File: src/rtl/fpm_pkg.sv
package fpm_pkg;

    localparam int CMD_W     = 2;
    localparam int IDX_W     = 3;
    localparam int COORD_W   = 16;
    localparam int CFG_W     = 4;
    localparam int SLOPE_W   = 32;
    localparam int FRAC_W    = 16;
    localparam int DIV_N_W   = 32;
    localparam int DIV_D_W   = 16;
    localparam int DIV_CNT_W = $clog2(DIV_N_W);

    typedef logic [CMD_W-1:0]          t_cmd;
    typedef logic [IDX_W-1:0]          t_idx;
    typedef logic signed [COORD_W-1:0] t_coord;
    typedef logic [COORD_W-1:0]        t_q15;
    typedef logic [CFG_W-1:0]          t_cfg;
    typedef logic signed [SLOPE_W-1:0] t_slope;

    localparam t_cmd CMD_WRITE  = 2'd0;
    localparam t_cmd CMD_DERIVE = 2'd1;
    localparam t_cmd CMD_EVAL   = 2'd2;

    localparam t_cfg   CFG_RESET  = 4'd8;
    localparam t_q15   ONE_Q15    = 16'h8000;
    localparam t_q15   ROUND_BIAS = 16'hFFFF;
    localparam t_slope SLOPE_MAX  = 32'sh7FFF_FFFF;
    localparam t_slope SLOPE_MIN  = 32'sh8000_0000;

    typedef struct packed {
        logic pt_wr;
        logic pt_rd;
        logic sl_rd;
        logic sl_wr;
        logic smp_ld;
        logic prev_ld;
        logic best_clr;
        logic mul_ld;
        logic acc_upd;
        logic div_start;
        logic out_ld;
        logic out_last;
    } t_dp_cmd;

    typedef struct packed {
        logic div_done;
    } t_dp_sts;

endpackage

File: src/rtl/fpm_if.sv
interface fpm_in_if import fpm_pkg::*; ();
    logic   valid;
    logic   ready;
    t_cmd   cmd;
    t_idx   set_index;
    t_idx   point_index;
    t_coord point_x;
    t_q15   point_y;
    t_coord sample_x;

    modport source (
        output valid, cmd, set_index, point_index, point_x, point_y, sample_x,
        input  ready
    );
    modport sink (
        input  valid, cmd, set_index, point_index, point_x, point_y, sample_x,
        output ready
    );
endinterface

interface fpm_out_if import fpm_pkg::*; ();
    logic valid;
    logic ready;
    t_idx result_set;
    t_q15 membership;
    logic last;

    modport source (
        output valid, result_set, membership, last,
        input  ready
    );
    modport sink (
        input  valid, result_set, membership, last,
        output ready
    );
endinterface

File: src/rtl/fpm_ram.sv
module fpm_ram #(
    parameter int WIDTH = 32,
    parameter int DEPTH = 40,
    localparam int AW = (DEPTH > 1) ? $clog2(DEPTH) : 1
) (
    input  logic             i_clk,
    input  logic             i_wr_en,
    input  logic [AW-1:0]    i_wr_addr,
    input  logic [WIDTH-1:0] i_wr_data,
    input  logic             i_rd_en,
    input  logic [AW-1:0]    i_rd_addr,
    output logic [WIDTH-1:0] o_rd_data
);

    logic [WIDTH-1:0] r_mem [DEPTH];
    logic [WIDTH-1:0] r_rd_data;

    always_ff @(posedge i_clk) begin
        if (i_wr_en) begin
            r_mem[i_wr_addr] <= i_wr_data;
        end
        if (i_rd_en) begin
            r_rd_data <= r_mem[i_rd_addr];
        end
    end

    assign o_rd_data = r_rd_data;

endmodule

File: src/rtl/fpm_div.sv
module fpm_div import fpm_pkg::*; (
    input  logic               i_clk,
    input  logic               i_rst_n,
    input  logic               i_start,
    input  logic [DIV_N_W-1:0] i_dividend,
    input  logic [DIV_D_W-1:0] i_divisor,
    output logic               o_done,
    output logic [DIV_N_W-1:0] o_quot
);

    logic                 r_busy;
    logic                 r_done;
    logic [DIV_CNT_W-1:0] r_cnt;
    logic [DIV_N_W-1:0]   r_quot;
    logic [DIV_D_W-1:0]   r_rem;
    logic [DIV_D_W-1:0]   r_div;

    logic [DIV_D_W:0] rem_sh;
    logic [DIV_D_W:0] rem_sub;
    logic             ge;

    always_comb begin
        rem_sh  = {r_rem, r_quot[DIV_N_W-1]};
        ge      = rem_sh >= {1'b0, r_div};
        rem_sub = rem_sh - {1'b0, r_div};
    end

    always_ff @(posedge i_clk) begin
        if (!i_rst_n) begin
            r_busy <= 1'b0;
            r_done <= 1'b0;
            r_cnt  <= '0;
        end else begin
            r_done <= 1'b0;
            if (i_start) begin
                r_busy <= 1'b1;
                r_cnt  <= '0;
            end else if (r_busy) begin
                r_cnt <= r_cnt + DIV_CNT_W'(1);
                if (r_cnt == DIV_CNT_W'(DIV_N_W - 1)) begin
                    r_busy <= 1'b0;
                    r_done <= 1'b1;
                end
            end
        end
    end

    always_ff @(posedge i_clk) begin
        if (i_start) begin
            r_quot <= i_dividend;
            r_rem  <= '0;
            r_div  <= i_divisor;
        end else if (r_busy) begin
            r_quot <= {r_quot[DIV_N_W-2:0], ge};
            r_rem  <= ge ? rem_sub[DIV_D_W-1:0] : rem_sh[DIV_D_W-1:0];
        end
    end

    assign o_done = r_done;
    assign o_quot = r_quot;

endmodule

File: src/rtl/fpm_ctrl.sv
module fpm_ctrl import fpm_pkg::*; #(
    parameter int NUM_SETS = 8,
    parameter int SEGMENTS = 4,
    localparam int SET_W = (NUM_SETS > 1) ? $clog2(NUM_SETS) : 1,
    localparam int SEG_W = (SEGMENTS > 1) ? $clog2(SEGMENTS) : 1,
    localparam int PT_W  = $clog2(SEGMENTS + 1)
) (
    input  logic             i_clk,
    input  logic             i_rst_n,
    input  logic             i_cfg_we,
    input  t_cfg             i_cfg_wdata,
    input  logic             i_in_valid,
    input  t_cmd             i_in_cmd,
    output logic             o_in_ready,
    input  logic             i_out_ready,
    output logic             o_out_valid,
    output t_dp_cmd          o_cmd,
    input  t_dp_sts          i_sts,
    output logic [SET_W-1:0] o_set,
    output logic [SEG_W-1:0] o_seg,
    output logic [SET_W-1:0] o_rd_set,
    output logic [PT_W-1:0]  o_rd_pt,
    output logic [SEG_W-1:0] o_rd_seg
);

    localparam logic [3:0] S_IDLE   = 4'd0;
    localparam logic [3:0] S_LD0    = 4'd1;
    localparam logic [3:0] S_SEG    = 4'd2;
    localparam logic [3:0] S_ACC    = 4'd3;
    localparam logic [3:0] S_OUT    = 4'd4;
    localparam logic [3:0] S_DSTART = 4'd5;
    localparam logic [3:0] S_DDIV   = 4'd6;
    localparam logic [3:0] S_DWR    = 4'd7;

    logic [3:0]       r_state, n_state;
    logic             r_eval, n_eval;
    logic [SET_W-1:0] r_set, n_set;
    logic [SEG_W-1:0] r_seg, n_seg;
    logic             r_out_vld, n_out_vld;
    t_cfg             r_cfg;

    logic [SET_W-1:0] last_set;
    logic             in_acc;
    logic             out_free;
    logic             seg_last;
    logic             set_last;
    t_dp_cmd          cmd;
    logic [SET_W-1:0] rd_set;
    logic [PT_W-1:0]  rd_pt;
    logic [SEG_W-1:0] rd_seg;

    always_comb begin
        if (r_cfg == '0) begin
            last_set = '0;
        end else if (int'(r_cfg) >= NUM_SETS) begin
            last_set = SET_W'(NUM_SETS - 1);
        end else begin
            last_set = SET_W'(r_cfg - 4'd1);
        end
    end

    always_comb begin
        in_acc    = i_in_valid && (r_state == S_IDLE);
        out_free  = !r_out_vld || i_out_ready;
        seg_last  = r_seg == SEG_W'(SEGMENTS - 1);
        set_last  = r_set == last_set;
        n_state   = r_state;
        n_eval    = r_eval;
        n_set     = r_set;
        n_seg     = r_seg;
        cmd       = '0;
        rd_set    = r_set;
        rd_pt     = '0;
        rd_seg    = r_seg;

        unique case (r_state)
            S_IDLE: begin
                rd_set = '0;
                rd_seg = '0;
                if (in_acc) begin
                    if (i_in_cmd == CMD_WRITE) begin
                        cmd.pt_wr = 1'b1;
                    end else if (i_in_cmd == CMD_DERIVE || i_in_cmd == CMD_EVAL) begin
                        cmd.pt_rd  = 1'b1;
                        cmd.smp_ld = i_in_cmd == CMD_EVAL;
                        n_eval     = i_in_cmd == CMD_EVAL;
                        n_set      = '0;
                        n_seg      = '0;
                        n_state    = S_LD0;
                    end
                end
            end
            S_LD0: begin
                cmd.prev_ld = 1'b1;
                cmd.pt_rd   = 1'b1;
                rd_pt       = PT_W'(1);
                if (r_eval) begin
                    cmd.sl_rd    = 1'b1;
                    cmd.best_clr = 1'b1;
                    n_state      = S_SEG;
                end else begin
                    n_state = S_DSTART;
                end
            end
            S_SEG: begin
                cmd.mul_ld = 1'b1;
                n_state    = S_ACC;
            end
            S_ACC: begin
                cmd.acc_upd = 1'b1;
                cmd.prev_ld = 1'b1;
                if (seg_last) begin
                    n_state = S_OUT;
                end else begin
                    cmd.pt_rd = 1'b1;
                    cmd.sl_rd = 1'b1;
                    rd_pt     = PT_W'(r_seg) + PT_W'(2);
                    rd_seg    = r_seg + SEG_W'(1);
                    n_seg     = r_seg + SEG_W'(1);
                    n_state   = S_SEG;
                end
            end
            S_OUT: begin
                if (out_free) begin
                    cmd.out_ld   = 1'b1;
                    cmd.out_last = set_last;
                    if (set_last) begin
                        n_state = S_IDLE;
                    end else begin
                        cmd.pt_rd = 1'b1;
                        rd_set    = r_set + SET_W'(1);
                        n_set     = r_set + SET_W'(1);
                        n_seg     = '0;
                        n_state   = S_LD0;
                    end
                end
            end
            S_DSTART: begin
                cmd.div_start = 1'b1;
                n_state       = S_DDIV;
            end
            S_DDIV: begin
                if (i_sts.div_done) begin
                    n_state = S_DWR;
                end
            end
            S_DWR: begin
                cmd.sl_wr   = 1'b1;
                cmd.prev_ld = 1'b1;
                if (!seg_last) begin
                    cmd.pt_rd = 1'b1;
                    rd_pt     = PT_W'(r_seg) + PT_W'(2);
                    n_seg     = r_seg + SEG_W'(1);
                    n_state   = S_DSTART;
                end else if (!set_last) begin
                    cmd.pt_rd = 1'b1;
                    rd_set    = r_set + SET_W'(1);
                    n_set     = r_set + SET_W'(1);
                    n_seg     = '0;
                    n_state   = S_LD0;
                end else begin
                    n_state = S_IDLE;
                end
            end
            default: begin
                n_state = S_IDLE;
            end
        endcase

        if (cmd.out_ld) begin
            n_out_vld = 1'b1;
        end else if (i_out_ready) begin
            n_out_vld = 1'b0;
        end else begin
            n_out_vld = r_out_vld;
        end
    end

    always_ff @(posedge i_clk) begin
        if (!i_rst_n) begin
            r_state   <= S_IDLE;
            r_eval    <= 1'b0;
            r_set     <= '0;
            r_seg     <= '0;
            r_out_vld <= 1'b0;
            r_cfg     <= CFG_RESET;
        end else begin
            r_state   <= n_state;
            r_eval    <= n_eval;
            r_set     <= n_set;
            r_seg     <= n_seg;
            r_out_vld <= n_out_vld;
            if (i_cfg_we) begin
                r_cfg <= i_cfg_wdata;
            end
        end
    end

    assign o_in_ready  = r_state == S_IDLE;
    assign o_out_valid = r_out_vld;
    assign o_cmd       = cmd;
    assign o_set       = r_set;
    assign o_seg       = r_seg;
    assign o_rd_set    = rd_set;
    assign o_rd_pt     = rd_pt;
    assign o_rd_seg    = rd_seg;

endmodule

File: src/rtl/fpm_dpath.sv
module fpm_dpath import fpm_pkg::*; #(
    parameter int NUM_SETS = 8,
    parameter int SEGMENTS = 4,
    localparam int SET_W = (NUM_SETS > 1) ? $clog2(NUM_SETS) : 1,
    localparam int SEG_W = (SEGMENTS > 1) ? $clog2(SEGMENTS) : 1,
    localparam int PT_W  = $clog2(SEGMENTS + 1)
) (
    input  logic             i_clk,
    input  logic             i_rst_n,
    input  t_dp_cmd          i_cmd,
    output t_dp_sts          o_sts,
    input  logic [SET_W-1:0] i_set,
    input  logic [SEG_W-1:0] i_seg,
    input  logic [SET_W-1:0] i_rd_set,
    input  logic [PT_W-1:0]  i_rd_pt,
    input  logic [SEG_W-1:0] i_rd_seg,
    input  t_idx             i_wr_set,
    input  t_idx             i_wr_pt,
    input  t_coord           i_point_x,
    input  t_q15             i_point_y,
    input  t_coord           i_sample_x,
    output t_idx             o_result_set,
    output t_q15             o_membership,
    output logic             o_last
);

    localparam int PTS    = SEGMENTS + 1;
    localparam int PT_DEP = NUM_SETS * PTS;
    localparam int SL_DEP = NUM_SETS * SEGMENTS;
    localparam int PA_W   = (PT_DEP > 1) ? $clog2(PT_DEP) : 1;
    localparam int SA_W   = (SL_DEP > 1) ? $clog2(SL_DEP) : 1;
    localparam int PROD_W = SLOPE_W + COORD_W + 1;
    localparam int QUO_W  = PROD_W - FRAC_W;
    localparam int VAL_W  = QUO_W + 2;
    localparam logic signed [VAL_W-1:0] ONE_V = VAL_W'(ONE_Q15);

    logic                 pt_wr_en;
    logic [PA_W-1:0]      pt_wr_addr;
    logic [PA_W-1:0]      pt_rd_addr;
    logic [2*COORD_W-1:0] pt_rdata;
    logic [SA_W-1:0]      sl_wr_addr;
    logic [SA_W-1:0]      sl_rd_addr;
    logic [SLOPE_W-1:0]   sl_rdata;
    t_slope               sl_wdata;
    t_coord               ram_x;
    t_q15                 ram_y;

    t_coord                    r_prev_x;
    t_q15                      r_prev_y;
    t_coord                    r_sample;
    logic signed [PROD_W-1:0]  r_prod;
    logic                      r_inr;
    t_q15                      r_best;
    logic                      r_neg;
    logic                      r_dx_zero;
    logic                      r_dy_nz;
    t_idx                      r_res_set;
    t_q15                      r_memb;
    logic                      r_last;

    logic signed [COORD_W:0]   diff_smp;
    logic                      in_range;
    logic signed [PROD_W-1:0]  prod_adj;
    logic signed [QUO_W-1:0]   quo;
    logic signed [VAL_W-1:0]   val;
    logic signed [VAL_W-1:0]   val_cl;
    logic                      best_upd;

    logic signed [COORD_W:0]   dx;
    logic signed [COORD_W:0]   dy;
    logic signed [COORD_W:0]   dx_neg;
    logic signed [COORD_W:0]   dy_neg;
    logic [DIV_D_W-1:0]        adx;
    logic [DIV_D_W-1:0]        ady;
    logic                      div_done;
    logic [DIV_N_W-1:0]        quot;
    logic [DIV_N_W-1:0]        quot_neg;

    always_comb begin
        pt_wr_en   = i_cmd.pt_wr && (int'(i_wr_set) < NUM_SETS) && (int'(i_wr_pt) <= SEGMENTS);
        pt_wr_addr = PA_W'(PTS * int'(i_wr_set) + int'(i_wr_pt));
        pt_rd_addr = PA_W'(PTS * int'(i_rd_set) + int'(i_rd_pt));
        sl_wr_addr = SA_W'(SEGMENTS * int'(i_set) + int'(i_seg));
        sl_rd_addr = SA_W'(SEGMENTS * int'(i_rd_set) + int'(i_rd_seg));
        ram_x      = pt_rdata[2*COORD_W-1:COORD_W];
        ram_y      = pt_rdata[COORD_W-1:0];
    end

    fpm_ram #(
        .WIDTH (2 * COORD_W),
        .DEPTH (PT_DEP)
    ) u_pt_ram (
        .i_clk     (i_clk),
        .i_wr_en   (pt_wr_en),
        .i_wr_addr (pt_wr_addr),
        .i_wr_data ({i_point_x, i_point_y}),
        .i_rd_en   (i_cmd.pt_rd),
        .i_rd_addr (pt_rd_addr),
        .o_rd_data (pt_rdata)
    );

    fpm_ram #(
        .WIDTH (SLOPE_W),
        .DEPTH (SL_DEP)
    ) u_sl_ram (
        .i_clk     (i_clk),
        .i_wr_en   (i_cmd.sl_wr),
        .i_wr_addr (sl_wr_addr),
        .i_wr_data (sl_wdata),
        .i_rd_en   (i_cmd.sl_rd),
        .i_rd_addr (sl_rd_addr),
        .o_rd_data (sl_rdata)
    );

    always_comb begin
        diff_smp = {r_sample[COORD_W-1], r_sample} - {r_prev_x[COORD_W-1], r_prev_x};
        in_range = (r_sample >= r_prev_x) && (r_sample <= ram_x);
        prod_adj = r_prod + (r_prod[PROD_W-1] ? PROD_W'(ROUND_BIAS) : PROD_W'(0));
        quo      = prod_adj[PROD_W-1:FRAC_W];
        val      = $signed({{2{quo[QUO_W-1]}}, quo}) + $signed(VAL_W'(r_prev_y));
        val_cl   = (val > ONE_V) ? ONE_V : val;
        best_upd = r_inr && (val_cl > $signed(VAL_W'(r_best)));
    end

    always_comb begin
        dx     = {ram_x[COORD_W-1], ram_x} - {r_prev_x[COORD_W-1], r_prev_x};
        dy     = $signed({1'b0, ram_y}) - $signed({1'b0, r_prev_y});
        dx_neg = -dx;
        dy_neg = -dy;
        adx    = dx[COORD_W] ? dx_neg[DIV_D_W-1:0] : dx[DIV_D_W-1:0];
        ady    = dy[COORD_W] ? dy_neg[DIV_D_W-1:0] : dy[DIV_D_W-1:0];
    end

    fpm_div u_div (
        .i_clk      (i_clk),
        .i_rst_n    (i_rst_n),
        .i_start    (i_cmd.div_start),
        .i_dividend ({ady, {FRAC_W{1'b0}}}),
        .i_divisor  (adx),
        .o_done     (div_done),
        .o_quot     (quot)
    );

    always_comb begin
        quot_neg = -quot;
        if (r_dx_zero) begin
            sl_wdata = r_dy_nz ? SLOPE_MAX : '0;
        end else if (!r_neg) begin
            sl_wdata = quot[DIV_N_W-1] ? SLOPE_MAX : $signed(quot);
        end else if (quot > DIV_N_W'(SLOPE_MIN)) begin
            sl_wdata = SLOPE_MIN;
        end else begin
            sl_wdata = $signed(quot_neg);
        end
    end

    always_ff @(posedge i_clk) begin
        if (i_cmd.smp_ld) begin
            r_sample <= i_sample_x;
        end
        if (i_cmd.prev_ld) begin
            r_prev_x <= ram_x;
            r_prev_y <= ram_y;
        end
        if (i_cmd.mul_ld) begin
            r_prod <= $signed(sl_rdata) * diff_smp;
            r_inr  <= in_range;
        end
        if (i_cmd.best_clr) begin
            r_best <= '0;
        end else if (i_cmd.acc_upd && best_upd) begin
            r_best <= val_cl[COORD_W-1:0];
        end
        if (i_cmd.div_start) begin
            r_neg     <= dx[COORD_W] ^ dy[COORD_W];
            r_dx_zero <= dx == '0;
            r_dy_nz   <= dy != '0;
        end
        if (i_cmd.out_ld) begin
            r_res_set <= IDX_W'(i_set);
            r_memb    <= r_best;
            r_last    <= i_cmd.out_last;
        end
    end

    assign o_sts.div_done = div_done;
    assign o_result_set   = r_res_set;
    assign o_membership   = r_memb;
    assign o_last         = r_last;

endmodule

File: src/rtl/fuzzy_piecewise_membership.sv
// Channel   Dir  Handshake      Payload
// i_in      in   valid/ready    cmd, set_index, point_index, point_x, point_y, sample_x
// o_out     out  valid/ready    result_set, membership, last
// i_cfg_*   in   write enable   num_sets_in_use (4 bits)
//
// Write: the block stays ready. Evaluate: per function in use, one point RAM read
// and one multiply-accumulate per segment. Derive: one divide per segment by the
// serial divider (one quotient bit a cycle), which the walk waits on.
// Reset i_rst_n is synchronous: state idle, output empty, num_sets_in_use = 8.
// A stalled o_out holds the result and stops the evaluate walk at its next result until the transfer.
module fuzzy_piecewise_membership import fpm_pkg::*; #(
    parameter int NUM_SETS = 8,
    parameter int SEGMENTS = 4
) (
    input  logic       i_clk,
    input  logic       i_rst_n,
    input  logic       i_cfg_we,
    input  t_cfg       i_cfg_wdata,
    fpm_in_if.sink     i_in,
    fpm_out_if.source  o_out
);

    localparam int SET_W = (NUM_SETS > 1) ? $clog2(NUM_SETS) : 1;
    localparam int SEG_W = (SEGMENTS > 1) ? $clog2(SEGMENTS) : 1;
    localparam int PT_W  = $clog2(SEGMENTS + 1);

    t_dp_cmd          cmd;
    t_dp_sts          sts;
    logic [SET_W-1:0] set;
    logic [SEG_W-1:0] seg;
    logic [SET_W-1:0] rd_set;
    logic [PT_W-1:0]  rd_pt;
    logic [SEG_W-1:0] rd_seg;

    fpm_ctrl #(
        .NUM_SETS (NUM_SETS),
        .SEGMENTS (SEGMENTS)
    ) u_ctrl (
        .i_clk       (i_clk),
        .i_rst_n     (i_rst_n),
        .i_cfg_we    (i_cfg_we),
        .i_cfg_wdata (i_cfg_wdata),
        .i_in_valid  (i_in.valid),
        .i_in_cmd    (i_in.cmd),
        .o_in_ready  (i_in.ready),
        .i_out_ready (o_out.ready),
        .o_out_valid (o_out.valid),
        .o_cmd       (cmd),
        .i_sts       (sts),
        .o_set       (set),
        .o_seg       (seg),
        .o_rd_set    (rd_set),
        .o_rd_pt     (rd_pt),
        .o_rd_seg    (rd_seg)
    );

    fpm_dpath #(
        .NUM_SETS (NUM_SETS),
        .SEGMENTS (SEGMENTS)
    ) u_dpath (
        .i_clk        (i_clk),
        .i_rst_n      (i_rst_n),
        .i_cmd        (cmd),
        .o_sts        (sts),
        .i_set        (set),
        .i_seg        (seg),
        .i_rd_set     (rd_set),
        .i_rd_pt      (rd_pt),
        .i_rd_seg     (rd_seg),
        .i_wr_set     (i_in.set_index),
        .i_wr_pt      (i_in.point_index),
        .i_point_x    (i_in.point_x),
        .i_point_y    (i_in.point_y),
        .i_sample_x   (i_in.sample_x),
        .o_result_set (o_out.result_set),
        .o_membership (o_out.membership),
        .o_last       (o_out.last)
    );

    a_out_no_overwrite: assert property (@(posedge i_clk) disable iff (!i_rst_n)
        cmd.out_ld |-> (!o_out.valid || o_out.ready))
        else $error("result loaded over an untaken result");

    a_wr_on_transfer: assert property (@(posedge i_clk) disable iff (!i_rst_n)
        cmd.pt_wr |-> (i_in.valid && i_in.ready && i_in.cmd == CMD_WRITE))
        else $error("breakpoint write without an input transfer");

    a_last_frees_input: assert property (@(posedge i_clk) disable iff (!i_rst_n)
        (cmd.out_ld && cmd.out_last) |=> i_in.ready)
        else $error("input not ready after the final result of a sample");

endmodule

File: src/flat_wrapper.sv
// flat-port wrapper written by rule: the top's interface ports become plain ports
module fuzzy_piecewise_membership_flat import fpm_pkg::*;
#(
    parameter int NUM_SETS = 8,
    parameter int SEGMENTS = 4
)
  (i_clk, i_rst_n, i_cfg_we, i_cfg_wdata, i_in_valid, i_in_cmd, i_in_set_index, i_in_point_index, i_in_point_x, i_in_point_y, i_in_sample_x, i_in_ready, o_out_valid, o_out_result_set, o_out_membership, o_out_last, o_out_ready);
  fpm_in_if i_in_i ();
  fpm_out_if o_out_i ();
  input  logic i_clk;
  input  logic i_rst_n;
  input  logic i_cfg_we;
  input  t_cfg i_cfg_wdata;
  input wire logic [$bits(i_in_i.valid)-1:0] i_in_valid;
  input wire logic [$bits(i_in_i.cmd)-1:0] i_in_cmd;
  input wire logic [$bits(i_in_i.set_index)-1:0] i_in_set_index;
  input wire logic [$bits(i_in_i.point_index)-1:0] i_in_point_index;
  input wire logic [$bits(i_in_i.point_x)-1:0] i_in_point_x;
  input wire logic [$bits(i_in_i.point_y)-1:0] i_in_point_y;
  input wire logic [$bits(i_in_i.sample_x)-1:0] i_in_sample_x;
  output wire logic [$bits(i_in_i.ready)-1:0] i_in_ready;
  output wire logic [$bits(o_out_i.valid)-1:0] o_out_valid;
  output wire logic [$bits(o_out_i.result_set)-1:0] o_out_result_set;
  output wire logic [$bits(o_out_i.membership)-1:0] o_out_membership;
  output wire logic [$bits(o_out_i.last)-1:0] o_out_last;
  input wire logic [$bits(o_out_i.ready)-1:0] o_out_ready;
  assign i_in_i.valid = i_in_valid;
  assign i_in_i.cmd = i_in_cmd;
  assign i_in_i.set_index = i_in_set_index;
  assign i_in_i.point_index = i_in_point_index;
  assign i_in_i.point_x = i_in_point_x;
  assign i_in_i.point_y = i_in_point_y;
  assign i_in_i.sample_x = i_in_sample_x;
  assign i_in_ready = i_in_i.ready;
  assign o_out_valid = o_out_i.valid;
  assign o_out_result_set = o_out_i.result_set;
  assign o_out_membership = o_out_i.membership;
  assign o_out_last = o_out_i.last;
  assign o_out_i.ready = o_out_ready;
  fuzzy_piecewise_membership #(.NUM_SETS(NUM_SETS), .SEGMENTS(SEGMENTS)) u_core (.i_clk(i_clk), .i_rst_n(i_rst_n), .i_cfg_we(i_cfg_we), .i_cfg_wdata(i_cfg_wdata), .i_in(i_in_i), .o_out(o_out_i));
endmodule
File: config.mk
export PLATFORM = sky130hd
export DESIGN_NAME = fuzzy_piecewise_membership_flat
export DESIGN_NICKNAME = d
export VERILOG_FILES = /design/src/rtl/fpm_pkg.sv /design/src/rtl/fpm_if.sv /design/src/rtl/fpm_ram.sv /design/src/rtl/fpm_div.sv /design/src/rtl/fpm_ctrl.sv /design/src/rtl/fpm_dpath.sv /design/src/rtl/fuzzy_piecewise_membership.sv /design/src/flat_wrapper.sv
export SDC_FILE = /design/constraint.sdc
export NUM_CORES = 2
export LEC_CHECK = 0
export ABC_CLOCK_PERIOD_IN_PS = 18620
export BUFFER_PORTS_ARGS = -buffer_cell sky130_fd_sc_hd__buf_2
export CAP_MARGIN = 25
export CELL_PAD_IN_SITES_DETAIL_PLACEMENT = 0
export CELL_PAD_IN_SITES_GLOBAL_PLACEMENT = 2
export CORE_ASPECT_RATIO = 0.9
export CORE_MARGIN = 4
export CORE_UTILIZATION = 35
export CTS_BUF_LIST = sky130_fd_sc_hd__clkbuf_8
export DETAILED_ROUTE_END_ITERATION = 10
export GPL_TIMING_DRIVEN = 1
export PLACE_DENSITY = 0.7
export SYNTH_ARGS = -nofsm -noshare
export SYNTH_HDL_FRONTEND = slang
export SYNTH_HIERARCHICAL = 1
export SYNTH_SLANG_ARGS = --single-unit
File: constraint.sdc
create_clock -name i_clk -period 18.62 [get_ports i_clk]
set_input_delay 4.655 -clock i_clk [delete_from_list [all_inputs] [get_ports i_clk]]
set_output_delay 4.655 -clock i_clk [all_outputs]
set_load 0.05 [all_outputs]
# Word level (Yosys, flattened, before mapping)
# Memory sizes are Yosys's and may differ from the RTL's. A register that Yosys moved wholly into a read port is not among the register bits.
# Index checks and enable logic that the tools add are counted.
classes:
  n_addsub: 18
  n_mul: 3
  magnitude_cmp: 8
  n_eq_ne: 17
  n_mux: 77
  bitwise: 4
  reduce_logical: 26
ops:
  columns: ["op", "count"]
  rows:
  - ["2-to-1 mux 32 bit", 5]
  - ["2-to-1 mux 16 bit", 4]
  - ["2-to-1 mux 31 bit", 2]
  - ["subtractor 16 x 16 -> 17 bit", 3]
  - ["adder 49 x 16 -> 49 bit", 1]
  - ["multiplier 32 x 17 -> 49 bit", 1]
  - ["> comparator 35 x 17 -> 1 bit", 1]
  - ["2-to-1 mux 35 bit", 1]
  - ["adder 33 x 17 -> 34 bit", 1]
  - ["> comparator 34 x 17 -> 1 bit (second input constant)", 1]
  - ["2-to-1 mux 3 bit", 11]
  - ["> comparator 32 bit (second input constant)", 1]
  - ["negator 16 bit", 2]
  - ["negator 32 bit", 1]
  - ["case mux 4 bit (8 select lines)", 1]
  - ["2-to-1 mux 1 bit", 29]
  - ["2-to-1 mux 4 bit", 6]
  - ["2-to-1 mux 2 bit", 11]
  - ["case mux 3 bit (3 select lines)", 2]
  - ["greater-or-equal comparator 17 x 16 -> 1 bit", 1]
  - ["zero test 17 bit", 1]
  - ["nonzero test 17 bit", 1]
  - ["equality test 4 x 3 -> 1 bit (second input constant)", 4]
  - ["greater-or-equal comparator 16 bit", 1]
  - ["40 further kinds", 61]
totals:
  regBits: 223
  mem_bits_rw: 2304
  input_bits: 65
  output_inout_bits: 22
  elab_cells: 180
  n_memories: 2
memory_table:
  columns: ["name", "words", "width", "read_ports", "rd_clocked_by_memory_dff", "wr", "line", "rtl"]
  rows:
  - ["u_core.u_dpath.u_pt_ram.r_mem", 40, 32, 1, 1, 1, "fpm_ram.sv:15", "logic [WIDTH-1:0] r_mem [DEPTH];"]
  - ["u_core.u_dpath.u_sl_ram.r_mem", 32, 32, 1, 1, 1, "fpm_ram.sv:15", null]

# Depth between registers and ports, before layout
logic_depth:
  depth_word: 9
  mapped_depth: 40
  depth_no_buf: 39

# Cells and area by module
# The synthesis kept the hierarchy.
modules_own_cells:
  columns: ["module", "instances", "cells_per_inst", "area_per_inst_um2", "seq_area_each_um2"]
  rows:
  - ["fpm_ram (u_core.u_dpath.u_pt_ram)", 1, 2562, 50953.9, 39397.8]
  - ["fpm_ram (u_core.u_dpath.u_sl_ram)", 1, 2260, 40805.4, 31710.4]
  - ["fpm_dpath", 1, 3239, 29681.0, 3953.8]
  - ["fpm_div", 1, 341, 3771.1, 1901.8]
  - ["fpm_ctrl", 1, 188, 1422.6, 280.3]

# Worst setup path before layout
# Ideal clock, no wire load.
synth_timing:
  path_kind: "reg2reg"
  start: "register u_core.u_dpath.r_sample[0]"
  end: "register u_core.u_dpath.r_prod[45] (data pin)"
  setup_ns: 0.265
  arrival_ns: 8.971
  t_required_ns: 18.355
  slack_ns: 9.384
  path_stages_with_launch: 40
  path_buffers: 1
  period_less_slack_ns: 9.236
  cell_sequence: "edfxtp_1 inv_1 ha_1 inv_1 fa_1 nand2_1 nand2_1 a21oi_1 o21ai_0 a21oi_1 o21bai_1 a21oi_1 o21bai_1 a2111o_1 a2111o_1 o211ai_1 clkbuf_1 nand2_1 (+4 left out) fa_1 inv_1 fa_1 inv_1 fa_1 ha_1 a21o_1 a21oi_1 o21ai_0 a32o_1 a32o_1 a21oi_1 nand3_1 a211oi_1 o31ai_1 a221oi_1 o21ai_0 xor2_1"
synth_between:
  elab_chain_cells: 2
synth_rtl:
  columns: ["item", "line", "rtl"]
  rows:
  - ["start: declaration", "fpm_dpath.sv:50", "t_coord r_sample;"]
  - ["start signal: assignment", "fpm_dpath.sv:159", "r_sample <= i_sample_x;"]
  - ["subtractor 16 x 16 -> 17 bit", "fpm_dpath.sv:116", "diff_smp = {r_sample[COORD_W-1], r_sample} - {r_prev_x[COORD_W-1], r_prev_x};"]
  - ["multiplier 32 x 17 -> 49 bit", "fpm_dpath.sv:166", "r_prod <= $signed(sl_rdata) * diff_smp;"]
  - ["end signal: assignment", "fpm_dpath.sv:166", null]
  - ["end: declaration", "fpm_dpath.sv:51", "logic signed [PROD_W-1:0] r_prod;"]
# No other way between the ends.
# A chain may end at the register's enable or synchronous reset.

# Worst setup path after layout
layout_timing:
  start: "register u_core.u_dpath.r_sample[0]"
  end: "register u_core.u_dpath.r_prod[48] (data pin)"
# The elaborated chain is that of the path after synthesis.

==> out/results.tsv <==
metric	value	unit
outcome	finished clean	
worstMarginPinSlew	1.13	ns
cts_setup_buffers	0	
max-cap-violations	0	
clkSlewWorstSetupHoldPaths	0.06	ns
drt_pass1_iterations	6	
numPortBuffers	86	
final_area	0.141	mm²
syn_to_final_growth	11.6	%
period_share	58.0	%
grt_use_total	19.1	%
synth_area_leader_cell	edfxtp_1	
clkSinkCount	2590	
place_hpwl	213000	µm
placed_cells	13200	
ctsRootBufferMaster	clkbuf_8	
cp_top_family	compound AO/OA/AOI/OAI gates	
setup_viol	0	
nNetsFinal	9771	
core	0.360	mm²
final_layout_size_suffix_gt1_share	12.7	%
end_kind	register	
clock.fmax	0.0926	GHz
synth-seq-cells	2590	
netlist_area	0.127	mm²
path_max_fanout	33	
grt_pass1_vias	75400	
holdBufCountCts	0	
cts-resized-gates	0	
drt-initial-drc-count	6288	
synth_area_leaders	edfxtp_1, fa_1, mux2i_1, ha_1, inv_1	
synth_top_area_share	60.2	%
rsz0062_at_grt	false	
path_class	reg -> reg	
routed_via_density	5.27	
finalHoldViolCount	0	
cts_buffers	416	
timing.critical_path.slowest_cell_delay	0.62	ns
die_height	579	µm
syn_inst	8590	
final_antenna_net_count	0	
synth.most_common_cell	edfxtp_1	
final_cells	14000	
synth_cell_type_count	101	
wl	363000	µm
grt_start_max_net_pins	129	
cp.required	19.40	ns
start_util	35.1	%
fin_crit	10.80	ns
die_x	642	µm
final_max_slew_viol_count	0	
async_reset_ff_share	0	%
die-area	0.372	mm²
yosysWarnings	6	
antenna_found_initial	24	
setup_tns	0	ns
synthTopCellsByCount	edfxtp_1, mux2i_1, inv_1, nand2_1, fa_1	
crit_path_frequent_cell	fa_1	
synth_enable_flop_cells	2537	
cts.htree.levels	5	
placed_area	0.134	mm²
slew_headroom	24.5	%
overflow	0	
rows	209	
io_pins	87	
cp.arrival	11.58	ns
remaining_drc_errors	0	
grt_first_pass_wirelength	527000	µm
wl_per_cell	25.9	µm
start_kind	register	
vias	73800	
cts_tree	built	
synthFlopType	edfxtp_1	
syn_avg_cell_area	14.7	µm²
num-fill-cells	33500	
clkLatencyLatePin	1.09	ns
crit_path_top_delay_cell	o221ai_1	
ys_seq_area_share	61.0	%
cts_buffer_depth	4	
crit_buf_inv	6	
fin_worst_skew	0.108	ns
routabilityCongestion	0.811	
hp-class	reg -> reg	
==> registers in the layout (all words and copies together) (netlist names), 4 cells and up <==
register                           flops
u_core/u_dpath/u_pt_ram/r_mem       1280
u_core/u_dpath/u_sl_ram/r_mem       1024
u_core/u_dpath/r_prod                 49
u_core/u_dpath/u_div/o_quot           32
u_core/u_dpath/u_pt_ram/o_rd_data     32
u_core/u_dpath/u_sl_ram/o_rd_data     32
u_core/u_dpath/o_membership           16
u_core/u_dpath/r_best                 16
u_core/u_dpath/r_prev_x               16
u_core/u_dpath/r_prev_y               16
u_core/u_dpath/r_sample               16
u_core/u_dpath/u_div/r_div            16
u_core/u_dpath/u_div/r_rem            16
u_core/u_dpath/u_div/r_cnt             5
u_core/u_ctrl/r_cfg                    4
==> per-stage QoR <==
stage	utilization, %	worst slack [ns]	hold WS (ns)
floorplan	-	9.38	0.426
global placement	37.0	7.61	0.455
detailed placement	37.1	7.71	0.472
CTS	39.2	7.79	0.456
global route	39.2	6.81	0.503
finish	39.2	7.82	0.494
==> cell type report <==
| type | count | area [µm²] | area share, % |
|---|---|---|---|
| Tap cell | 4747 | 5940 | 4.20 |
| Clock inverter | 329 | 1730 | 1.22 |
| Multi-Input combinational cell | 4975 | 45900 | 32.5 |
| Clock buffer | 427 | 5880 | 4.16 |
| Sequential cell | 2590 | 77200 | 54.7 |
| Timing Repair Buffer | 292 | 2320 | 1.64 |
| Antenna cell | 9 | 22.5 | 0.0159 |
| Inverter | 623 | 2340 | 1.65 |
==> cell families after synthesis <==
kind of cell	share of synthesized area, %
simple gates	6.13
xor+xnor	1.16
compound gates	7.08
buf+inv	3.58
flops	61.0
other cells	0.00296
mux	9.93
fa+ha+maj	11.1
==> worst reg2reg max path: cells and delay by family, from the launching register on <==
family | cells | cell delay [ns]
fa+ha+maj | 9 | 4.01
buf+inv | 6 | 0.76
compound gates | 19 | 5.03
xor+xnor | 1 | 0.08
flops | 1 | 0.36
simple gates | 4 | 0.35
==> metal layers <==
layer  GRT usage [%]  share of wire [%]  wire length, µm  vias to the layer above
met2            31.0                 47           169000                     2221
met1            27.3                 46           166000                    38500
met4            4.54                2.2             8110                        0
li1                -                  -                -                    32600
met5               0                  0                0                        -
met3            2.35                5.4            19700                      483
==> path summary, 6_finish.rpt <==
check	depth (start not counted)	startpoint	to	slack, ns
worst min-delay path	2	u_core/u_dpath/u_div/r_rem[9]	u_core/u_dpath/u_div/r_rem[10]	0.49
worst min register to register	2	u_core/u_dpath/u_div/r_rem[9]	u_core/u_dpath/u_div/r_rem[10]	0.49
worst max-delay path	39	u_core/u_dpath/r_sample[0]	u_core/u_dpath/r_prod[48]	7.82
worst max register to register	39	u_core/u_dpath/r_sample[0]	u_core/u_dpath/r_prod[48]	7.82
==> placed cells by master (no fill, tap or decap), drive strengths merged, types with 32 or more instances in the layout <==
cell type	n
nor3	88
dfxtp	53
nor2	253
xnor2	113
a21o	44
a22oi	229
o21ai	119
nand2	576
and2	186
mux4	64
nand4	35
a211oi	36
o22ai	39
nand3	144
mux2i	1034
or3	33
a221oi	68
ha	280
edfxtp	2537
o41ai	35
and3	32
a31oi	53
a21oi	295
nand2b	71
a22o	145
buf	291
xor2	55
nor2b	77
clkinv	160
clkbuf	428
inv	772
fa	528
mux2	70
Power is not shown: default switching activity piles up to over one toggle a cycle in this logic, so the estimate is an artifact.
